<file path="src/fis_pkg.sv">
// Shared constants and helpers for the fast inverse square root pipeline.
package fis_pkg;

    localparam logic [31:0] GUESS_MAGIC  = 32'h5f37_59df;
    localparam logic [31:0] FP_HALF      = 32'h3f00_0000;
    localparam logic [31:0] FP_THREE_HLF = 32'h3fc0_0000;
    localparam logic [31:0] FP_DEF_NAN   = 32'hffc0_0000;
    localparam logic [31:0] FP_QUIET_BIT = 32'h0040_0000;

    localparam int UNIT_DEPTH  = 3;
    localparam int PIPE_DEPTH  = 5 * UNIT_DEPTH;
    localparam int GUESS_DEPTH = 4 * UNIT_DEPTH;

    // leading zeros of a 24-bit significand (24 when zero)
    function automatic logic [4:0] lzc24(input logic [23:0] m);
        logic [4:0] n;
        n = 5'd24;
        for (int i = 0; i < 24; i++) begin
            if (m[i]) n = 5'(23 - i);
        end
        return n;
    endfunction

    // leading zeros of a 28-bit sum (28 when zero)
    function automatic logic [4:0] lzc28(input logic [27:0] m);
        logic [4:0] n;
        n = 5'd28;
        for (int i = 0; i < 28; i++) begin
            if (m[i]) n = 5'(27 - i);
        end
        return n;
    endfunction

    // bit-level first guess: magic minus operand shifted right arithmetically
    function automatic logic [31:0] first_guess(input logic [31:0] b);
        return GUESS_MAGIC - {b[31], b[31:1]};
    endfunction

endpackage

</file>
<file path="src/fis_fmul.sv">
// Three-stage single-precision multiplier, round to nearest even, IEEE subnormals.
module fis_fmul (
    input  logic        i_clk,
    input  logic        i_ce,
    input  logic [31:0] i_a,
    input  logic [31:0] i_b,
    output logic [31:0] o_y
);
    import fis_pkg::*;

    // stage A: unpack, normalize significands, catch special operands
    logic        a_nan, b_nan, a_inf, b_inf, a_zero, b_zero;
    logic [23:0] ma, mb;
    logic [4:0]  lza, lzb;
    logic signed [9:0] ena, enb;
    logic [31:0] n_spec_val;
    logic        n_spec;

    assign a_nan  = (i_a[30:23] == 8'hff) && (i_a[22:0] != 23'd0);
    assign b_nan  = (i_b[30:23] == 8'hff) && (i_b[22:0] != 23'd0);
    assign a_inf  = (i_a[30:23] == 8'hff) && (i_a[22:0] == 23'd0);
    assign b_inf  = (i_b[30:23] == 8'hff) && (i_b[22:0] == 23'd0);
    assign a_zero = (i_a[30:0] == 31'd0);
    assign b_zero = (i_b[30:0] == 31'd0);
    assign ma     = {i_a[30:23] != 8'd0, i_a[22:0]};
    assign mb     = {i_b[30:23] != 8'd0, i_b[22:0]};
    assign lza    = lzc24(ma);
    assign lzb    = lzc24(mb);
    assign ena    = $signed({2'b00, (i_a[30:23] == 8'd0) ? 8'd1 : i_a[30:23]})
                  - $signed({5'd0, lza});
    assign enb    = $signed({2'b00, (i_b[30:23] == 8'd0) ? 8'd1 : i_b[30:23]})
                  - $signed({5'd0, lzb});

    always_comb begin
        n_spec     = 1'b1;
        n_spec_val = {i_a[31] ^ i_b[31], 31'd0};
        priority if (a_nan) begin
            n_spec_val = i_a | FP_QUIET_BIT;
        end else if (b_nan) begin
            n_spec_val = i_b | FP_QUIET_BIT;
        end else if ((a_inf && b_zero) || (b_inf && a_zero)) begin
            n_spec_val = FP_DEF_NAN;
        end else if (a_inf || b_inf) begin
            n_spec_val = {i_a[31] ^ i_b[31], 8'hff, 23'd0};
        end else if (a_zero || b_zero) begin
            n_spec_val = {i_a[31] ^ i_b[31], 31'd0};
        end else begin
            n_spec = 1'b0;
        end
    end

    logic        r_a_spec, r_a_sign;
    logic [31:0] r_a_sval;
    logic [23:0] r_a_ma, r_a_mb;
    logic signed [10:0] r_a_exp;

    always_ff @(posedge i_clk) begin
        if (i_ce) begin
            r_a_spec <= n_spec;
            r_a_sval <= n_spec_val;
            r_a_sign <= i_a[31] ^ i_b[31];
            r_a_ma   <= ma << lza;
            r_a_mb   <= mb << lzb;
            r_a_exp  <= 11'(ena) + 11'(enb) - 11'sd127;
        end
    end

    // stage B: significand product
    logic        r_b_spec, r_b_sign;
    logic [31:0] r_b_sval;
    logic [47:0] r_b_prod;
    logic signed [10:0] r_b_exp;

    always_ff @(posedge i_clk) begin
        if (i_ce) begin
            r_b_spec <= r_a_spec;
            r_b_sval <= r_a_sval;
            r_b_sign <= r_a_sign;
            r_b_prod <= r_a_ma * r_a_mb;
            r_b_exp  <= r_a_exp;
        end
    end

    // stage C: normalize, denormalize on underflow, round
    logic signed [10:0] e2;
    logic [47:0] p2, sft, msk;
    logic [10:0] shv;
    logic [4:0]  shc;
    logic        lost, grd, stk, inc, tiny;
    logic [23:0] keep;
    logic [24:0] rsum;
    logic [31:0] n_y;
    logic signed [10:0] ef;

    always_comb begin
        p2   = r_b_prod[47] ? r_b_prod : {r_b_prod[46:0], 1'b0};
        e2   = r_b_exp + 11'(r_b_prod[47]);
        tiny = (e2 <= 11'sd0);
        shv  = tiny ? 11'(11'sd1 - e2) : 11'd0;
        shc  = (shv > 11'd26) ? 5'd26 : shv[4:0];
        msk  = (48'd1 << shc) - 48'd1;
        lost = |(p2 & msk);
        sft  = p2 >> shc;
        keep = sft[47:24];
        grd  = sft[23];
        stk  = (|sft[22:0]) | lost;
        inc  = grd & (stk | keep[0]);
        rsum = {1'b0, keep} + 25'(inc);
        ef   = e2 + 11'(rsum[24]);
        if (r_b_spec) begin
            n_y = r_b_sval;
        end else if (tiny) begin
            n_y = {r_b_sign, 7'd0, rsum[23], rsum[22:0]};
        end else if (ef >= 11'sd255) begin
            n_y = {r_b_sign, 8'hff, 23'd0};
        end else begin
            n_y = {r_b_sign, ef[7:0], rsum[24] ? 23'd0 : rsum[22:0]};
        end
    end

    logic [31:0] r_y;
    always_ff @(posedge i_clk) begin
        if (i_ce) begin
            r_y <= n_y;
        end
    end
    assign o_y = r_y;

endmodule

</file>
<file path="config.mk">
export PLATFORM = sky130hd
export DESIGN_NAME = fis_fmul
export DESIGN_NICKNAME = d
export VERILOG_FILES = /design/src/fis_pkg.sv /design/src/fis_fmul.sv
export SDC_FILE = /design/constraint.sdc
export NUM_CORES = 2
export LEC_CHECK = 0
export ABC_AREA = 1
export BUFFER_PORTS_ARGS = -buffer_cell sky130_fd_sc_hd__buf_2
export CAP_MARGIN = 20
export CORE_ASPECT_RATIO = 0.7
export CORE_MARGIN = 3
export CORE_UTILIZATION = 50
export DETAILED_ROUTE_END_ITERATION = 10
export PLACE_DENSITY = 0.79
export SLEW_MARGIN = 10
export SYNTH_ARGS = -nofsm -noshare
export SYNTH_HDL_FRONTEND = slang
export SYNTH_SLANG_ARGS = --single-unit
</file>
<file path="constraint.sdc">
create_clock -name i_clk -period 6.8 [get_ports i_clk]
set_input_delay 0.34 -clock i_clk [delete_from_list [all_inputs] [get_ports i_clk]]
set_output_delay 0.34 -clock i_clk [all_outputs]
set_load 0.01 [all_outputs]
</file>
======== After elaboration in Yosys (flattened, before gate mapping) ========
Cells that the tools add are included.
storage, ports and cells
  register bits after elaboration ......... 218
  bits in latches ......................... 0
  bits in writable memories ............... 0
  bits in read-only memories .............. 0
  bits of input ports ..................... 66
  output and inout bits ................... 32
  word-level logic and storage cells ...... 122
  memories ................................ 0
cells by class
  add/sub/neg operators ................... 9
  $mul .................................... 1
  divide/modulo/power cells ............... 0
  order comparisons ....................... 3
  equality and inequality tests ........... 2
  shifts and indexed selects .............. 4
  mux-type cells .......................... 62
  bitwise logic cells ..................... 5
  reduce and logical (&&, ||, !) cells .... 23
operator list
  kind                                                                   count
  5-bit two-way mux                                                      45
  32-bit two-way mux                                                     4
  31-bit two-way mux                                                     3
  31-bit logical NOT                                                     2
  48-bit AND                                                             1
  24-bit by 24-bit multiplier with 48-bit output                         1
  48-bit two-way mux                                                     1
  48-bit OR reduction                                                    1
  1-bit by 5-bit left shift with 48-bit output (first input constant)    1
  24-bit by 5-bit left shift with 24-bit output                          2
  48-bit by 5-bit >> shifter with 48-bit output                          1
  48-bit by 1-bit subtractor with 48-bit output (second input constant)  1
  23-bit logical NOT                                                     2
  23-bit nonzero test                                                    2
  24-bit by 1-bit adder with 25-bit output                               1
  23-bit two-way mux                                                     1
  23-bit OR reduction                                                    1
  11-bit by 1-bit adder with 11-bit output                               2
  8-bit by 5-bit subtractor with 9-bit output                            2
  8-bit equality test (second input constant)                            2
  8-bit logical NOT                                                      2
  4-bit two-way mux                                                      4
  8-bit two-way mux                                                      2
  8-bit nonzero test                                                     2
  other kinds (15)                                                       23

======== Longest topological paths before layout ========
  depth after elaboration ................. 27
  mapped depth ............................ 47
  depth with buffers taken out ............ 44

======== Worst setup path after synthesis ========
OpenSTA, ideal clock, no wires.
  path type ............................... register to register
  from .................................... reg r_a_ma[16]
  to ...................................... reg r_b_prod[46] (data pin)
  library setup time ...................... 0.265 ns
  arrival time ............................ 6.782 ns
  data required time ...................... 6.535 ns
  slack ................................... -0.248 ns
  stages on the path, launching flop included .. 29
  path buffers ............................ 1
  clock period less this slack ............ 7.048 ns
  path through ............................ edfxtp_1 -> clkbuf_1 -> nand2_1 -> fa_1 -> inv_1 -> fa_1 -> fa_1 -> inv_1 -> fa_1 -> inv_1 -> fa_1 -> inv_1 -> fa_1 -> inv_1 -> fa_1 -> ha_1 -> a21oi_1 -> o21a_1 -> a21boi_0 -> o21bai_1 -> a21oi_1 -> inv_1 -> nand2_1 -> o211ai_1 -> a21boi_0 -> o21bai_1 -> a21boi_0 -> o21ai_0 -> xor2_1
on the way
  word-level cells in the longest chain between the ends .. 1
ends and longest elaborated chain
  item                                            RTL line        RTL
  from (decl)                                     fis_fmul.sv:54  logic [23:0] r_a_ma, r_a_mb;
  from (signal assigned)                          fis_fmul.sv:62  r_a_ma <= ma << lza;
  24-bit by 24-bit multiplier with 48-bit output  fis_fmul.sv:79  r_b_prod <= r_a_ma * r_a_mb;
  to (signal assigned)                            fis_fmul.sv:79
  to (decl)                                       fis_fmul.sv:71  logic [47:0] r_b_prod;
Every way passes these cells.
A chain may end at the register's enable or synchronous reset.

======== Worst setup path in the final report ========
  from .................................... reg r_a_ma[9]
  to ...................................... reg r_b_prod[47] (data pin)
Same word-level chain as after synthesis.

==> flow_summary.json <==
{
  "timing.max_slew.rel_slack_pct": 24.7,
  "finalHoldWorstSlack_ns": 0.154,
  "cts_tree": "built",
  "number_of_antenna_violations_at_the_first_check_in_global_routing": 3,
  "die_height_um": 229,
  "syn-instance-count": 4672,
  "finalWorstSetupSlack_ns": -0.0373,
  "worst_pin_slew_ns": 1.11,
  "core_area_um2": 70000,
  "syn-mean-instance-area_um2": 7.60,
  "total_global_routing_track_utilization_pct": 28.0,
  "congestion_overflow_gr": 0,
  "route.final.wire_length_um": 106000,
  "maximum_level_of_the_cts_h_tree": 1,
  "wl_per_cell_um": 18.2,
  "grt_start_max_net_pins": 133,
  "timing.critical_path.from": "r_a_ma[9]",
  "synth-async-reset-ratio_pct": 0,
  "portion_of_the_clock_cycle_consumed_by_the_worst_path_in_the_final_layout_pct": 101,
  "timing.critical_path.slowest_cell_delay_ns": 0.58,
  "seq_area_frac_synth_pct": 18.4,
  "first_pass_iters": 9,
  "critical_path.max_fanout": 5,
  "die_width_um": 325,
  "num_vias": 31902,
  "clkLatencyLatePin_ns": 0.61,
  "syn-cell-area_um2": 35500,
  "area_growth_syn_to_layout_pct": 13.9,
  "cts-buffers-inserted": 24,
  "buffer_ports.inserted": 97,
  "place_area_um2": 38300,
  "layout-drive-gt1-share_pct": 13.7,
  "regToRegEndpoint": "r_b_prod[47]",
  "timing.final.hold_violations": 0,
  "dpl_worst_slack_ns": -0.248,
  "cp_data_required_time_ns": 7.14,
  "worstSetupPathType": "register to register",
  "layout.core_utilization_pct": 57.7,
  "synth_ff_type": "edfxtp_1",
  "fmax_mhz": 146,
  "mostFrequentLayoutCell": "nand2_1",
  "status": "finished with violations",
  "yosys_register_bits": 218,
  "finalWeightedCongestion": 0.978,
  "dr.first_iter.drc_count": 3613,
  "min_path_type": "primary input to register",
  "finalNetCount": 5632,
  "postLayoutCellArea_um2": 40400,
  "clkSlewWorstSetupHoldPaths_ns": 0.08,
  "layout_common_cells": "nand2_1 (1329), inv_1 (933), fa_1 (478)",
  "rsz0062_at_grt": "true",
  "mappedNetlistNets": 5426,
  "r2r_cells": 35,
  "report.final.slew_viol_count": 0,
  "regToRegSetupSlack_ns": -0.04,
  "num_rows": 81,
  "shortest_clock_period_the_worst_path_allows_after_layout_ns": 6.84,
  "drc_errors": 0,
  "cts_buffer_depth": 3,
  "synth-edff-count": 218,
  "worst_path_max_delay_cell": "fa_1",
  "worst_setup_path_start_kind": "register",
  "cp_endpoint_kind": "register",
  "postRouteAntennaNets": 0,
  "cts_hold_repair.buffers": 0,
  "drv.max_cap_violation_count": 0,
  "numClockSinks": 218,
  "distinct_cell_type_count_after_synthesis": 59,
  "failed_checks": "setup timing",
  "worstPathArrival_ns": 7.17,
  "skew_ns": 0.0334,
  "yosys_warnings": 0,
  "grt_pass1_wl_um": 166000,
  "cts_root_buffer": "clkbuf_16",
  "design.die.area_um2": 74300,
  "capture_point_of_the_worst_path": "r_b_prod[47]",
  "dp_hpwl_um": 84600,
  "setup_violations": 5,
  "vias_in_the_first_global_route": 31051,
  "start_util_pct": 50.7,
  "viasPerCell": 5.45,
  "regToRegStartpoint": "r_a_ma[9]",
  "top_level_ports": 98
}
sequential cells by signal, indices dropped and copies added, names as in the netlist:
register	count
o_y	32
r_a_exp	11
r_a_ma	24
r_a_mb	24
r_a_sign	1
r_a_spec	1
r_a_sval	32
r_b_exp	11
r_b_prod	48
r_b_sign	1
r_b_spec	1
r_b_sval	32
metrics by stage:
step | TNS, ns | std cells
after global placement | -0.172 | 5755
after floorplan | 0 | 4672
after detailed placement | -0.883 | 5755
after global routing | -2.36 | 5852
final | -0.0968 | 5852
after CTS | -0.00247 | 5807
Yosys cell counts (4+ instances only):
cell | count | area (um^2)
and2_1 | 4 | 25.0
nor2_1 | 199 | 747
nor2_2 | 13 | 81.3
o21ai_0 | 190 | 951
edfxtp_1 | 218 | 6550
o21ai_1 | 7 | 35.0
nor2_4 | 7 | 78.8
nor4_1 | 17 | 106
nand3b_1 | 11 | 82.6
o31ai_1 | 5 | 37.5
nor3_1 | 30 | 150
mux2i_1 | 16 | 160
o21ai_2 | 15 | 131
nand4_1 | 49 | 307
inv_2 | 15 | 56.3
nand3_2 | 8 | 80.1
buf_2 | 25 | 125
xnor2_1 | 30 | 263
nand2_1 | 1356 | 5090
nand3_1 | 350 | 1750
a31oi_1 | 11 | 68.8
buf_4 | 13 | 97.6
xor2_1 | 62 | 543
or2_2 | 48 | 300
nand2_2 | 20 | 125
fa_1 | 485 | 9710
inv_1 | 944 | 3540
nand4_2 | 5 | 62.6
ha_1 | 203 | 2540
clkinv_1 | 5 | 18.8
nand2_4 | 6 | 67.6
o21a_1 | 8 | 60.1
o211ai_1 | 15 | 113
a21oi_1 | 85 | 425
o21bai_1 | 7 | 52.6
buf_6 | 12 | 135
clkbuf_1 | 146 | 548
final cells by class:
class	instances	area, um^2
flip-flops and latches	218	6550
clock buffers	25	604
clock inverters	19	246
diodes	2	5.00
fillers	6223	29600
multi-input cells	3293	25100
repair buffers	377	3120
inverters	964	3630
well taps	954	1190
per-layer routing:
layer	vias up	global-route usage, %	share of wire, %
met5	-	0	0.012
met3	190	8.43	13
met4	2	7.18	2.8
li1	14783	-	-
met2	1667	40.4	42
met1	15260	41.1	42
logic make-up (layout without fill, tap and decap cells):
logic type	after synthesis	after routing	share of synthesized area [%]
AO/OA/AOI/OAI	364	364	5.78
XOR/XNOR	92	92	2.27
adder cells (fa/ha/maj)	688	688	34.5
buffers and inverters	1163	1385	12.8
flip-flops	218	218	18.4
multiplexers	16	16	0.451
other	1	3	0.0106
AND/OR/NAND/NOR	2130	2132	25.7
worst max-delay path, delay by kind of cell, from the launching register on:
kind | cells | cell delay (ns)
compound gates | 5 | 0.83
xor+xnor | 1 | 0.11
fa+ha+maj | 8 | 3.48
buf+inv | 9 | 0.81
flops | 1 | 0.47
simple gates | 12 | 0.88
how the worst min path moves through the flow:
| stage | start | depth (start not counted) | to | slack [ns] |
|---|---|---|---|---|
| after floorplan | r_a_exp[0] | 0 | r_b_exp[0] | 0.40 |
| after global placement | r_a_sval[15] | 0 | r_b_sval[15] | 0.40 |
| after detailed placement | r_a_sign | 0 | r_b_sign | 0.40 |
| after CTS | i_b[31] | 2 | r_a_sign | 0.13 |
| after global routing | i_b[31] | 2 | r_a_sign | 0.14 |
| final | i_b[31] | 2 | r_a_sign | 0.15 |
what timing repair did:
item / CTS / global route
gates resized for setup: 37 / 143
endpoints found under the setup margin: 15 / 49
gates cloned: 0 / 7
pin swaps: 13 / 68
setup buffers: 8 / 33
Power is left out: the tool's default activity adds up to more than one toggle a clock period on the data nets, which glitch-free logic cannot reach.
