$ cat src/fis_pkg.sv
// Shared constants and helpers for the fast inverse square root pipeline.
package fis_pkg;

    localparam logic [31:0] GUESS_MAGIC  = 32'h5f37_59df;
    localparam logic [31:0] FP_HALF      = 32'h3f00_0000;
    localparam logic [31:0] FP_THREE_HLF = 32'h3fc0_0000;
    localparam logic [31:0] FP_DEF_NAN   = 32'hffc0_0000;
    localparam logic [31:0] FP_QUIET_BIT = 32'h0040_0000;

    localparam int UNIT_DEPTH  = 3;
    localparam int PIPE_DEPTH  = 5 * UNIT_DEPTH;
    localparam int GUESS_DEPTH = 4 * UNIT_DEPTH;

    // leading zeros of a 24-bit significand (24 when zero)
    function automatic logic [4:0] lzc24(input logic [23:0] m);
        logic [4:0] n;
        n = 5'd24;
        for (int i = 0; i < 24; i++) begin
            if (m[i]) n = 5'(23 - i);
        end
        return n;
    endfunction

    // leading zeros of a 28-bit sum (28 when zero)
    function automatic logic [4:0] lzc28(input logic [27:0] m);
        logic [4:0] n;
        n = 5'd28;
        for (int i = 0; i < 28; i++) begin
            if (m[i]) n = 5'(27 - i);
        end
        return n;
    endfunction

    // bit-level first guess: magic minus operand shifted right arithmetically
    function automatic logic [31:0] first_guess(input logic [31:0] b);
        return GUESS_MAGIC - {b[31], b[31:1]};
    endfunction

endpackage

$ cat src/fis_fsub.sv
// Three-stage single-precision subtractor a - b, round to nearest even.
module fis_fsub (
    input  logic        i_clk,
    input  logic        i_ce,
    input  logic [31:0] i_a,
    input  logic [31:0] i_b,
    output logic [31:0] o_y
);
    import fis_pkg::*;

    // stage A: specials, swap by magnitude, align smaller operand
    logic [31:0] bn;
    logic        a_nan, b_nan, a_inf, b_inf;
    logic        swp;
    logic [31:0] lg, sm;
    logic [7:0]  el, es, dd;
    logic [4:0]  dc;
    logic [26:0] ml, ms, msk, msh;
    logic        n_spec;
    logic [31:0] n_sval;

    assign bn    = {~i_b[31], i_b[30:0]};
    assign a_nan = (i_a[30:23] == 8'hff) && (i_a[22:0] != 23'd0);
    assign b_nan = (i_b[30:23] == 8'hff) && (i_b[22:0] != 23'd0);
    assign a_inf = (i_a[30:23] == 8'hff) && (i_a[22:0] == 23'd0);
    assign b_inf = (i_b[30:23] == 8'hff) && (i_b[22:0] == 23'd0);
    assign swp   = bn[30:0] > i_a[30:0];
    assign lg    = swp ? bn : i_a;
    assign sm    = swp ? i_a : bn;
    assign el    = (lg[30:23] == 8'd0) ? 8'd1 : lg[30:23];
    assign es    = (sm[30:23] == 8'd0) ? 8'd1 : sm[30:23];
    assign dd    = el - es;
    assign dc    = (dd > 8'd27) ? 5'd27 : dd[4:0];
    assign ml    = {lg[30:23] != 8'd0, lg[22:0], 3'b000};
    assign ms    = {sm[30:23] != 8'd0, sm[22:0], 3'b000};
    assign msk   = (27'd1 << dc) - 27'd1;
    assign msh   = (ms >> dc) | 27'(|(ms & msk));

    always_comb begin
        n_spec = 1'b1;
        n_sval = i_a;
        priority if (a_nan) begin
            n_sval = i_a | FP_QUIET_BIT;
        end else if (b_nan) begin
            n_sval = i_b | FP_QUIET_BIT;
        end else if (a_inf && b_inf && (i_a[31] != bn[31])) begin
            n_sval = FP_DEF_NAN;
        end else if (a_inf) begin
            n_sval = i_a;
        end else if (b_inf) begin
            n_sval = bn;
        end else begin
            n_spec = 1'b0;
        end
    end

    logic        r_a_spec, r_a_sign, r_a_sub, r_a_zsgn;
    logic [31:0] r_a_sval;
    logic [7:0]  r_a_exp;
    logic [26:0] r_a_ml, r_a_ms;

    always_ff @(posedge i_clk) begin
        if (i_ce) begin
            r_a_spec <= n_spec;
            r_a_sval <= n_sval;
            r_a_sign <= lg[31];
            r_a_sub  <= lg[31] != sm[31];
            r_a_zsgn <= i_a[31] & bn[31];
            r_a_exp  <= el;
            r_a_ml   <= ml;
            r_a_ms   <= msh;
        end
    end

    // stage B: add or subtract significands, count leading zeros
    logic [27:0] sum;
    assign sum = r_a_sub ? ({1'b0, r_a_ml} - {1'b0, r_a_ms})
                         : ({1'b0, r_a_ml} + {1'b0, r_a_ms});

    logic        r_b_spec, r_b_sign, r_b_zsgn;
    logic [31:0] r_b_sval;
    logic [7:0]  r_b_exp;
    logic [27:0] r_b_sum;
    logic [4:0]  r_b_lz;

    always_ff @(posedge i_clk) begin
        if (i_ce) begin
            r_b_spec <= r_a_spec;
            r_b_sval <= r_a_sval;
            r_b_sign <= r_a_sign;
            r_b_zsgn <= r_a_zsgn;
            r_b_exp  <= r_a_exp;
            r_b_sum  <= sum;
            r_b_lz   <= lzc28(sum);
        end
    end

    // stage C: normalize, round, pack
    logic [26:0] m27;
    logic [8:0]  e9, ef;
    logic [7:0]  shl, lzm1, em1;
    logic        grd, stk, inc;
    logic [24:0] rsum;
    logic [31:0] n_y;

    always_comb begin
        lzm1 = {3'd0, r_b_lz} - 8'd1;
        em1  = r_b_exp - 8'd1;
        shl  = (lzm1 < em1) ? lzm1 : em1;
        if (r_b_sum[27]) begin
            m27 = {r_b_sum[27:2], r_b_sum[1] | r_b_sum[0]};
            e9  = {1'b0, r_b_exp} + 9'd1;
        end else begin
            m27 = r_b_sum[26:0] << shl;
            e9  = {1'b0, r_b_exp} - {1'b0, shl};
        end
        grd  = m27[2];
        stk  = |m27[1:0];
        inc  = grd & (stk | m27[3]);
        rsum = {1'b0, m27[26:3]} + 25'(inc);
        ef   = e9 + 9'(rsum[24]);
        if (r_b_spec) begin
            n_y = r_b_sval;
        end else if (r_b_sum == 28'd0) begin
            n_y = {r_b_zsgn, 31'd0};
        end else if (!m27[26]) begin
            n_y = {r_b_sign, 7'd0, rsum[23], rsum[22:0]};
        end else if (ef >= 9'd255) begin
            n_y = {r_b_sign, 8'hff, 23'd0};
        end else begin
            n_y = {r_b_sign, ef[7:0], rsum[24] ? 23'd0 : rsum[22:0]};
        end
    end

    logic [31:0] r_y;
    always_ff @(posedge i_clk) begin
        if (i_ce) begin
            r_y <= n_y;
        end
    end
    assign o_y = r_y;

endmodule

$ cat config.mk
export PLATFORM = sky130hd
export DESIGN_NAME = fis_fsub
export DESIGN_NICKNAME = d
export VERILOG_FILES = /design/src/fis_pkg.sv /design/src/fis_fsub.sv
export SDC_FILE = /design/constraint.sdc
export NUM_CORES = 1
export LEC_CHECK = 0
export ABC_AREA = 1
export BUFFER_PORTS_ARGS = -buffer_cell sky130_fd_sc_hd__buf_2
export CAP_MARGIN = 20
export CORE_MARGIN = 2
export CORE_UTILIZATION = 55
export DETAILED_ROUTE_END_ITERATION = 7
export PLACE_DENSITY_LB_ADDON = 0.05
export SLEW_MARGIN = 20
export SYNTH_ARGS = -nofsm -noshare
export SYNTH_HDL_FRONTEND = slang
export SYNTH_SLANG_ARGS = --single-unit
$ cat constraint.sdc
create_clock -name i_clk -period 7.2 [get_ports i_clk]
set_input_delay 0.36 -clock i_clk [delete_from_list [all_inputs] [get_ports i_clk]]
set_output_delay 0.36 -clock i_clk [all_outputs]
set_load 0.05 [all_outputs]
### Word level (Yosys, flattened, before mapping)

Index checks and enable logic that the tools add are counted.

* logic and storage cells: 119
* input bits: 66
* bits in latches: 0
* memories kept: 0
* register bits after elaboration: 203
* output and inout bits: 32
* RAM bits: 0
* bits in read-only memories: 0

* reduce and logical (&&, ||, !) cells: 23
* multiply operators: 0
* bitwise operators: 7
* $add $sub $neg: 10
* muxes and demuxes: 47
* div/mod/pow operators: 0
* shift operators: 3
* magnitude comparators: 4
* equal/unequal tests: 4

Operators by type and width (number)
* 32-bit 2-to-1 mux: 9
* 31-bit 2-to-1 mux: 2
* 5-bit 2-to-1 mux: 12
* 23-bit logical NOT: 2
* 23-bit nonzero test: 2
* 4-bit 2-to-1 mux: 8
* 31-bit > comparator: 1
* 27-bit by 27-bit adder with 28-bit output: 1
* 28-bit logical NOT: 1
* 28-bit 2-to-1 mux: 1
* 27-bit by 27-bit subtractor with 28-bit output: 1
* 27-bit AND: 1
* 27-bit 2-to-1 mux: 1
* 27-bit by 1-bit OR with 27-bit output: 1
* 27-bit OR reduction: 1
* 1-bit by 5-bit left shift with 27-bit output (first input constant): 1
* 27-bit by 8-bit left shift with 27-bit output: 1
* 27-bit by 5-bit >> shifter with 27-bit output: 1
* 27-bit by 1-bit subtractor with 27-bit output (second input constant): 1
* 24-bit by 1-bit adder with 25-bit output: 1
* 8-bit 2-to-1 mux: 3
* 23-bit 2-to-1 mux: 1
* 8-bit == test (second input constant): 2
* 8-bit logical NOT: 2
* other kinds (24): 41

### Logic depth before layout (Yosys ltp)

Gate-level depths: netlist of run 1.

* word-level depth: 29
* mapped depth: 49
* depth with buffers taken out: 48

### Worst setup path before layout of run 1

No wires, ideal clock.

* path kind: register -> register
* start: register r_b_exp[0]
* end: register r_y[2], in the netlist o_y[2] (data pin)
* stages on the path, launching flop included: 44
* clock period less this slack: 6231 ps
* setup slack: 969 ps
* arrival: 6100 ps
* setup time: 131 ps
* data required time: 7069 ps
* buffers on the path: 3
* cells stage by stage: edfxtp_1 > inv_2 > ha_1 > nand4_1 > xor2_1 > inv_1 > ha_1 > nand2_1 > o21a_2 > nand2_8 > inv_4 > nand2_1 > o21ai_2 > inv_2 > buf_2 > nand3_1 > o21ai_0 > nand2_1 > [... 8 more ...] > nand4_2 > buf_6 > inv_1 > ha_1 > ha_1 > nand2_1 > nor2_1 > nand3_1 > nor3_1 > xor2_1 > xor2_4 > nor2_2 > nor2_4 > inv_2 > a21oi_4 > buf_6 > nand3_1 > nand2_1

* longest elaborated chain between the ends: 15
* elaborated cells on any way between the ends: 19
* those cells by class: 5 x add/sub; 2 x order compare; 1 x shift; 8 x mux; 2 x bitwise; 1 x reduce/logical

RTL lines
* start: declaration: line fis_fsub.sv:82 `logic [7:0] r_b_exp;`
* start signal: assignment: line fis_fsub.sv:92 `r_b_exp <= r_a_exp;`
* 8-bit by 1-bit subtractor with 8-bit output: line fis_fsub.sv:108 `em1 = r_b_exp - 8'd1;`
* 8-bit less-than comparator: line fis_fsub.sv:109 `shl = (lzm1 < em1) ? lzm1 : em1;`
* 8-bit 2-to-1 mux: line fis_fsub.sv:109
* 27-bit by 8-bit left shift with 27-bit output: line fis_fsub.sv:114 `m27 = r_b_sum[26:0] << shl;`
* 27-bit 2-to-1 mux: line fis_fsub.sv:110 `if (r_b_sum[27]) begin`
* 2-bit OR reduction: line fis_fsub.sv:118 `stk = |m27[1:0];`
* 1-bit OR: line fis_fsub.sv:119 `inc = grd & (stk | m27[3]);`
* 1-bit AND: line fis_fsub.sv:119
* 24-bit by 1-bit adder with 25-bit output: line fis_fsub.sv:120 `rsum = {1'b0, m27[26:3]} + 25'(inc);`
* 9-bit by 1-bit adder with 9-bit output: line fis_fsub.sv:121 `ef = e9 + 9'(rsum[24]);`
* 9-bit by 8-bit greater-or-equal comparator with 1-bit output: line fis_fsub.sv:128 `end else if (ef >= 9'd255) begin`
* 31-bit 2-to-1 mux: line fis_fsub.sv:128
* 31-bit 2-to-1 mux *: line fis_fsub.sv:126 `end else if (!m27[26]) begin`
* 32-bit 2-to-1 mux *: line fis_fsub.sv:124 `end else if (r_b_sum == 28'd0) begin`
* 32-bit 2-to-1 mux *: line fis_fsub.sv:122 `if (r_b_spec) begin`
* via n_y[2]: line fis_fsub.sv:104 `logic [31:0] n_y;`
* end signal: assignment: line fis_fsub.sv:138 `r_y <= n_y;`
* end: declaration: line fis_fsub.sv:135 `logic [31:0] r_y;`

Mark *: on every way through the listed nets, which the timed path passes. The rest lies on a longest branch.
A chain may end at the register's enable or synchronous reset.

### Final worst setup path of run 1

* start: register r_b_exp[1]
* end: register r_y[1], in the netlist o_y[1] (data pin)

Same word-level chain as after synthesis.

==> impl_metrics.yaml, run 1 <==
global_routing:
  grt_max_degree: 129
  track_usage: 0.3411
  grt_pass1_wl_um: 89620
  antenna_found_initial: 3
  overflow: 0
  first_global_vias: 16380
finish:
  drive_gt1_frac: 0.1144
  nNetsFinal: 2745
  diodes: 0
  syn2layout_area_growth_pct: 8.995
  utilization: 0.6047
  fill_cells: 3067
pwr:
  p_per_area_nw_per_um2: 325.6
  irDropWorstVdd_v: 0.0001490
  p_leak_nw: 9.153
setup_path:
  arrival_ps: 7150
  timing.critical_path.buf_inv: 7
  setup.worst_path.start_class: "flip-flop"
  crit_type: "flip-flop to flip-flop"
  endpoint_kind: "flip-flop"
  crit_family: "simple AND/OR/NAND/NOR gates"
  r2r_setup_slack_ps: 410
  crit_path_max_fanout: 13
  cpMostUsedCell: "nand2_1"
  slowest_delay_ps: 420
  critPathRequiredTime_ps: 7570
  crit_start: "r_b_exp[1]$_DFFE_PP_"
  crit_path_top_delay_cell: "edfxtp_1"
  reg2reg_from: "r_b_exp[1]$_DFFE_PP_"
yosys:
  synth.top_cells.by_area: "edfxtp_1, nand2_1, ha_1"
  post-synth-top-count-cell: "nand2_1"
  synth_flop_cell: "edfxtp_1"
  netlist-cell-type-count: 69
  ys_seq_elements: 203
  yosysTopAreaCell: "edfxtp_1"
  netlist.area_leader.share: 0.3394
  synth.avg_cell_area_um2: 7.181
  synth_area_um2: 17960
  syn_inst: 2501
  ys_warn_count: 0
  ys_seq_area_frac: 0.3394
  synth-edff-count: 203
  yosys-top-cells-count: "nand2_1, inv_1, nand3_1, edfxtp_1, nor2_1"
  async_flop_share: 0
  synth_nets: 2680
floorplanning:
  start_util: 0.5548
  die_w_um: 184.7
  core_area_um2: 32370
  num_io_pins: 98
  die_h_um: 184.7
  row_count: 66
  dieArea_um2: 34110
clock_network:
  cts_made_buffers: 21
  cts_buffer_depth: 3
  cts_tree: "yes"
  htree_levels: 1
  clkLatencyLatePin_ps: 500
  cts_root_buffer: "clkbuf_16"
  clkSlewWorstSetupHoldPaths_ps: 60
  clock-sinks: 203
sta:
  clock_skew_ps: 15.59
  fin_ws_ps: 412.3
  drv_slew: 0
  hold_viol_final: 0
  tightest_slew_ps: 1039
  min_period_ps: 6788
  slew_headroom: 0.3071
  period_share: 0.9427
  max_freq_mhz: 147.3
  setup-violations-final: 0
  holdWs_ps: 200.9
route:
  wire_per_inst_um: 19.51
  dr.pass1.iters: 6
  dr_total_vias: 17630
  drt-initial-drc-count: 1898
  ant_nets: 0
  post_drt_via_cell_ratio: 5.836
  routed_wl_um: 58940
  drc: 0
hold_path:
  hp-class: "input pin to flip-flop"
  hp-start: "i_a[31]"
placed_design:
  place_ws_ps: 73.08
  place.gp.congestion: 1.012
  dp_hpwl_um: 46900
  port_buffers: 97
job:
  cap_violations: 0
run_status:
  outcome: "finished, final reports clean"
-- registers in the layout (all words and copies together), names as in the netlist, 5 cells and up --
| signal | flops |
|---|---|
| r_b_lz | 5 |
| r_b_sval | 32 |
| r_b_exp | 8 |
| o_y | 32 |
| r_b_sum | 28 |
| r_a_sval | 32 |
| r_a_ms | 27 |
| r_a_exp | 8 |
| r_a_ml | 24 |
-- logic make-up (layout without fill, tap and decap cells) --
logic type | Yosys count | after routing | share of synthesized area
mux | 7 | 7 | 0.003902
xor+xnor | 46 | 46 | 0.02348
simple gates | 1325 | 1325 | 0.3333
fa+ha+maj | 113 | 113 | 0.07998
compound gates | 406 | 406 | 0.1277
flops | 203 | 203 | 0.3394
buf+inv | 401 | 479 | 0.09217
-- worst min-delay path, cell delays in order --
cell     delay, ps
buf_2          110
nand2_1         50
o21ai_0         70
-- repair_timing --
item / CTS / global route
setup buffers: 0 / 8
endpoints found under the setup margin: 0 / 28
hold buffers: 0 / 0
gates resized for setup: 0 / 14
-- power breakdown --
group	internal, mW	switching, mW
Clock	0.678	0.422
Combinational	1.07	2.56
Sequential	1.51	0.129
Total	3.26	3.11
-- layout by cell type, fill, tap and decap left out, types with 13 or more instances in the layout --
master	n
xnor2_1	15
nand2_1	690
nor3_1	21
nand4_1	44
nand3_2	33
a21oi_1	133
ha_1	110
nor2_1	178
buf_2	96
inv_2	24
nor4_1	22
xor2_1	29
inv_1	278
buf_4	35
nand3_1	263
clkbuf_16	21
nand2_2	17
o21ai_0	173
o221ai_1	13
edfxtp_1	203
-- area by class of cell --
class | instances | area [um^2] | area share
inverter | 309 | 1165 | 0.05951
timing repair buffer | 134 | 788.3 | 0.04027
tap | 442 | 553.0 | 0.02825
clock buffer | 24 | 536.8 | 0.02742
multi-input combinational | 1897 | 10270 | 0.5247
clock inverter | 12 | 163.9 | 0.008374
sequential | 203 | 6096 | 0.3114
-- metal layers --
metal  up-vias  part of all wire  GRT usage
met5         -           0.00031          0
met1      8165              0.41     0.4402
met2       757              0.48     0.5802
met4         2             0.046     0.1451
li1       8563                 -          -
met3       144             0.070    0.03952
-- through the flow --
stage | std cells | total power [mW] | setup TNS [ps] | instance area [um^2]
2_1_floorplan | 2501 | 4.189 | 0 | 17960
3_3_place_gp | 2977 | 5.122 | 0 | 18740
3_5_place_dp | 2977 | 5.148 | 0 | 18740
4_1_cts | 3013 | 6.259 | 0 | 19440
5_1_grt | 3021 | 6.792 | -50.16 | 19570
6_report | 3021 | 6.373 | 0 | 19570
-- path summary, 6_finish.rpt --
check                                             to  cells past startpoint
worst max-delay path                o_y[1]$_DFFE_PP_                     45
worst min-delay path              r_a_sign$_DFFE_PP_                      3
worst max register to register      o_y[1]$_DFFE_PP_                     45
worst min register to register  r_b_exp[3]$_DFFE_PP_                      0
No activity file was read; power rests on OpenSTA's default activity.
==> run 2: changes to the inputs <==
--- a/config.mk
+++ b/config.mk
@@ -9,7 +9,7 @@
 export BUFFER_PORTS_ARGS = -buffer_cell sky130_fd_sc_hd__buf_2
 export CAP_MARGIN = 20
 export CORE_MARGIN = 2
-export CORE_UTILIZATION = 55
+export CORE_UTILIZATION = 35
 export DETAILED_ROUTE_END_ITERATION = 7
 export PLACE_DENSITY_LB_ADDON = 0.05
 export SLEW_MARGIN = 20
==> run 2 against run 1 <==
Compared with the run above:
- via count down 1.9%
- die area up 56%
- global-route usage down 9.5 points
- critical path depth down 3
- clock power up 8%
- register-to-register slack better by 50 ps
- highest routed layer is now met4
- power up 2.7%
- critical path type unchanged
- clock skew up 20 ps
- utilization down 21 points
==> impl_metrics.yaml, run 2 (synthesized netlist as in run 1, its figures left out) <==
sta:
  period_share: 0.9359
  drv_slew: 0
  tightest_slew_ps: 855.2
  clock_skew_ps: 35.34
  max_freq_mhz: 148.4
  setup-violations-final: 0
  min_period_ps: 6738
  slew_headroom: 0.4299
  hold_viol_final: 0
finish:
  nNetsFinal: 2762
  utilization: 0.3936
  fill_cells: 5436
  fin_area_um2: 20070
  layout_common_cells: "nand2_1, inv_1, nand3_1, edfxtp_1, nor2_1"
  drive_gt1_frac: 0.1215
  syn2layout_area_growth_pct: 11.77
  layout_commonest_cell: "nand2_1"
  diodes: 0
floorplanning:
  row_count: 83
  die_h_um: 230.5
  die_w_um: 230.5
  core_area_um2: 50990
  num_io_pins: 98
  start_util: 0.3522
  dieArea_um2: 53140
setup_path:
  arrival_ps: 7010
  endpoint_kind: "flip-flop"
  slowest_delay_ps: 420
  critPathRequiredTime_ps: 7470
  crit_path_top_delay_cell: "edfxtp_1"
  crit_type: "flip-flop to flip-flop"
  crit_path_max_fanout: 10
  setup.worst_path.start_class: "flip-flop"
route:
  dr.pass1.iters: 5
  dr_wl_met3_um: 3090
  wl_met2_um: 31490
  drt-met1-wl_um: 29360
  ant_nets: 0
  highest_layer: "met4"
  drt-initial-drc-count: 1300
  post_drt_via_cell_ratio: 5.273
  drc: 0
  wire_per_inst_um: 20.27
  routed_wl_um: 66510
  dr_total_vias: 17300
pwr:
  comb_power_share: 0.566
  irDropWorstVdd_v: 0.0001555
  switching_share: 0.4961
  p_int_mw: 3.299
  p_leak_nw: 9.254
  power_frac_seq: 0.252
  p_per_area_nw_per_um2: 326.2
  p_clk_frac: 0.182
  net-switching-power_mw: 3.248
clock_network:
  clock-sinks: 203
  cts_made_buffers: 24
  htree_levels: 1
  cts_hold_buf: 0
  cts_root_buffer: "clkbuf_16"
  clkLatencyLatePin_ps: 550
  cts_tree: "yes"
  cts_buffer_depth: 3
  clkSlewWorstSetupHoldPaths_ps: 60
hold_path:
  hp-class: "input pin to flip-flop"
run_status:
  outcome: "finished, final reports clean"
global_routing:
  first_global_vias: 16710
  track_usage: 0.2461
  grt_max_degree: 89
  antenna_found_initial: 4
  overflow: 0
  grt_pass1_wl_um: 99330
job:
  cap_violations: 0
placed_design:
  dp_hpwl_um: 54410
  place.gp.congestion: 0.9532
  place_area_um2: 19150
  port_buffers: 97
run 2: power by group through the flow:
stage                     logic [mW]  registers [mW]  clock network [mW]
after CTS                       3.64            1.65                1.22
final                           3.71            1.65                1.19
after global placement          3.66            1.68                   0
after global routing            4.11            1.67                1.26
after detailed placement        3.63            1.68                   0
after floorplan                 2.47            1.72                   0
run 2: worst max-delay path, delay by kind of cell (launching register included):
kind                       cells  cell delay (ps)
and+or+nand+nor               24             2730
adders and majority gates      5             1050
buffers and inverters          8              910
xor gates and xnor gates       3              870
AOI/OAI and AO/OA              2              470
DFF                            1              420
run 2: path summary, 6_finish.rpt:
kind                                             from               endpoint  slack [ps]  cells past startpoint
worst max-delay path             r_b_exp[0]$_DFFE_PP_      o_y[14]$_DFFE_PP_         460                     42
worst max register to register   r_b_exp[0]$_DFFE_PP_      o_y[14]$_DFFE_PP_         460                     42
worst min-delay path                          i_a[31]     r_a_sign$_DFFE_PP_         160                      3
worst min register to register  r_a_sval[5]$_DFFE_PP_  r_b_sval[5]$_DFFE_PP_         420                      0
run 2: routing by layer:
| metal | vias up | GRT usage |
|---|---|---|
| met1 | 8102 | 0.3225 |
| met3 | 106 | 0.02359 |
| li1 | 8603 | - |
| met2 | 491 | 0.4216 |
| met5 | - | 0 |
| met4 | 0 | 0.08911 |
run 2: what timing repair did:
item,in CTS,in global routing
buffers inserted,0,7
pin swaps,0,5
setup endpoints to repair,9,29
gates resized for setup,2,14
run 2: metrics by stage:
stage / power, mW / setup TNS (ps) / setup slack, ps / hold WS (ps) / std cells
2_1_floorplan: 4.189 / 0 / 968.9 / 400.3 / 2501
3_3_place_gp: 5.335 / 0 / 207.9 / 402.8 / 3230
3_5_place_dp: 5.303 / 0 / 10.73 / 404.5 / 3230
4_1_cts: 6.519 / 0 / 34.34 / 129.9 / 3274
5_1_grt: 7.036 / -89.06 / -29.47 / 163.1 / 3281
6_report: 6.547 / 0 / 461.9 / 156.3 / 3281
run 2: layout make-up:
| cell class | count | area [um^2] | share of cell area |
|---|---|---|---|
| clock buffer | 26 | 608.1 | 0.03030 |
| sequential | 203 | 6096 | 0.3037 |
| tap | 680 | 850.8 | 0.04239 |
| multi-input combinational | 1897 | 10290 | 0.5128 |
| inverter | 309 | 1165 | 0.05804 |
| clock inverter | 18 | 166.4 | 0.008291 |
| timing repair buffer | 148 | 893.4 | 0.04451 |
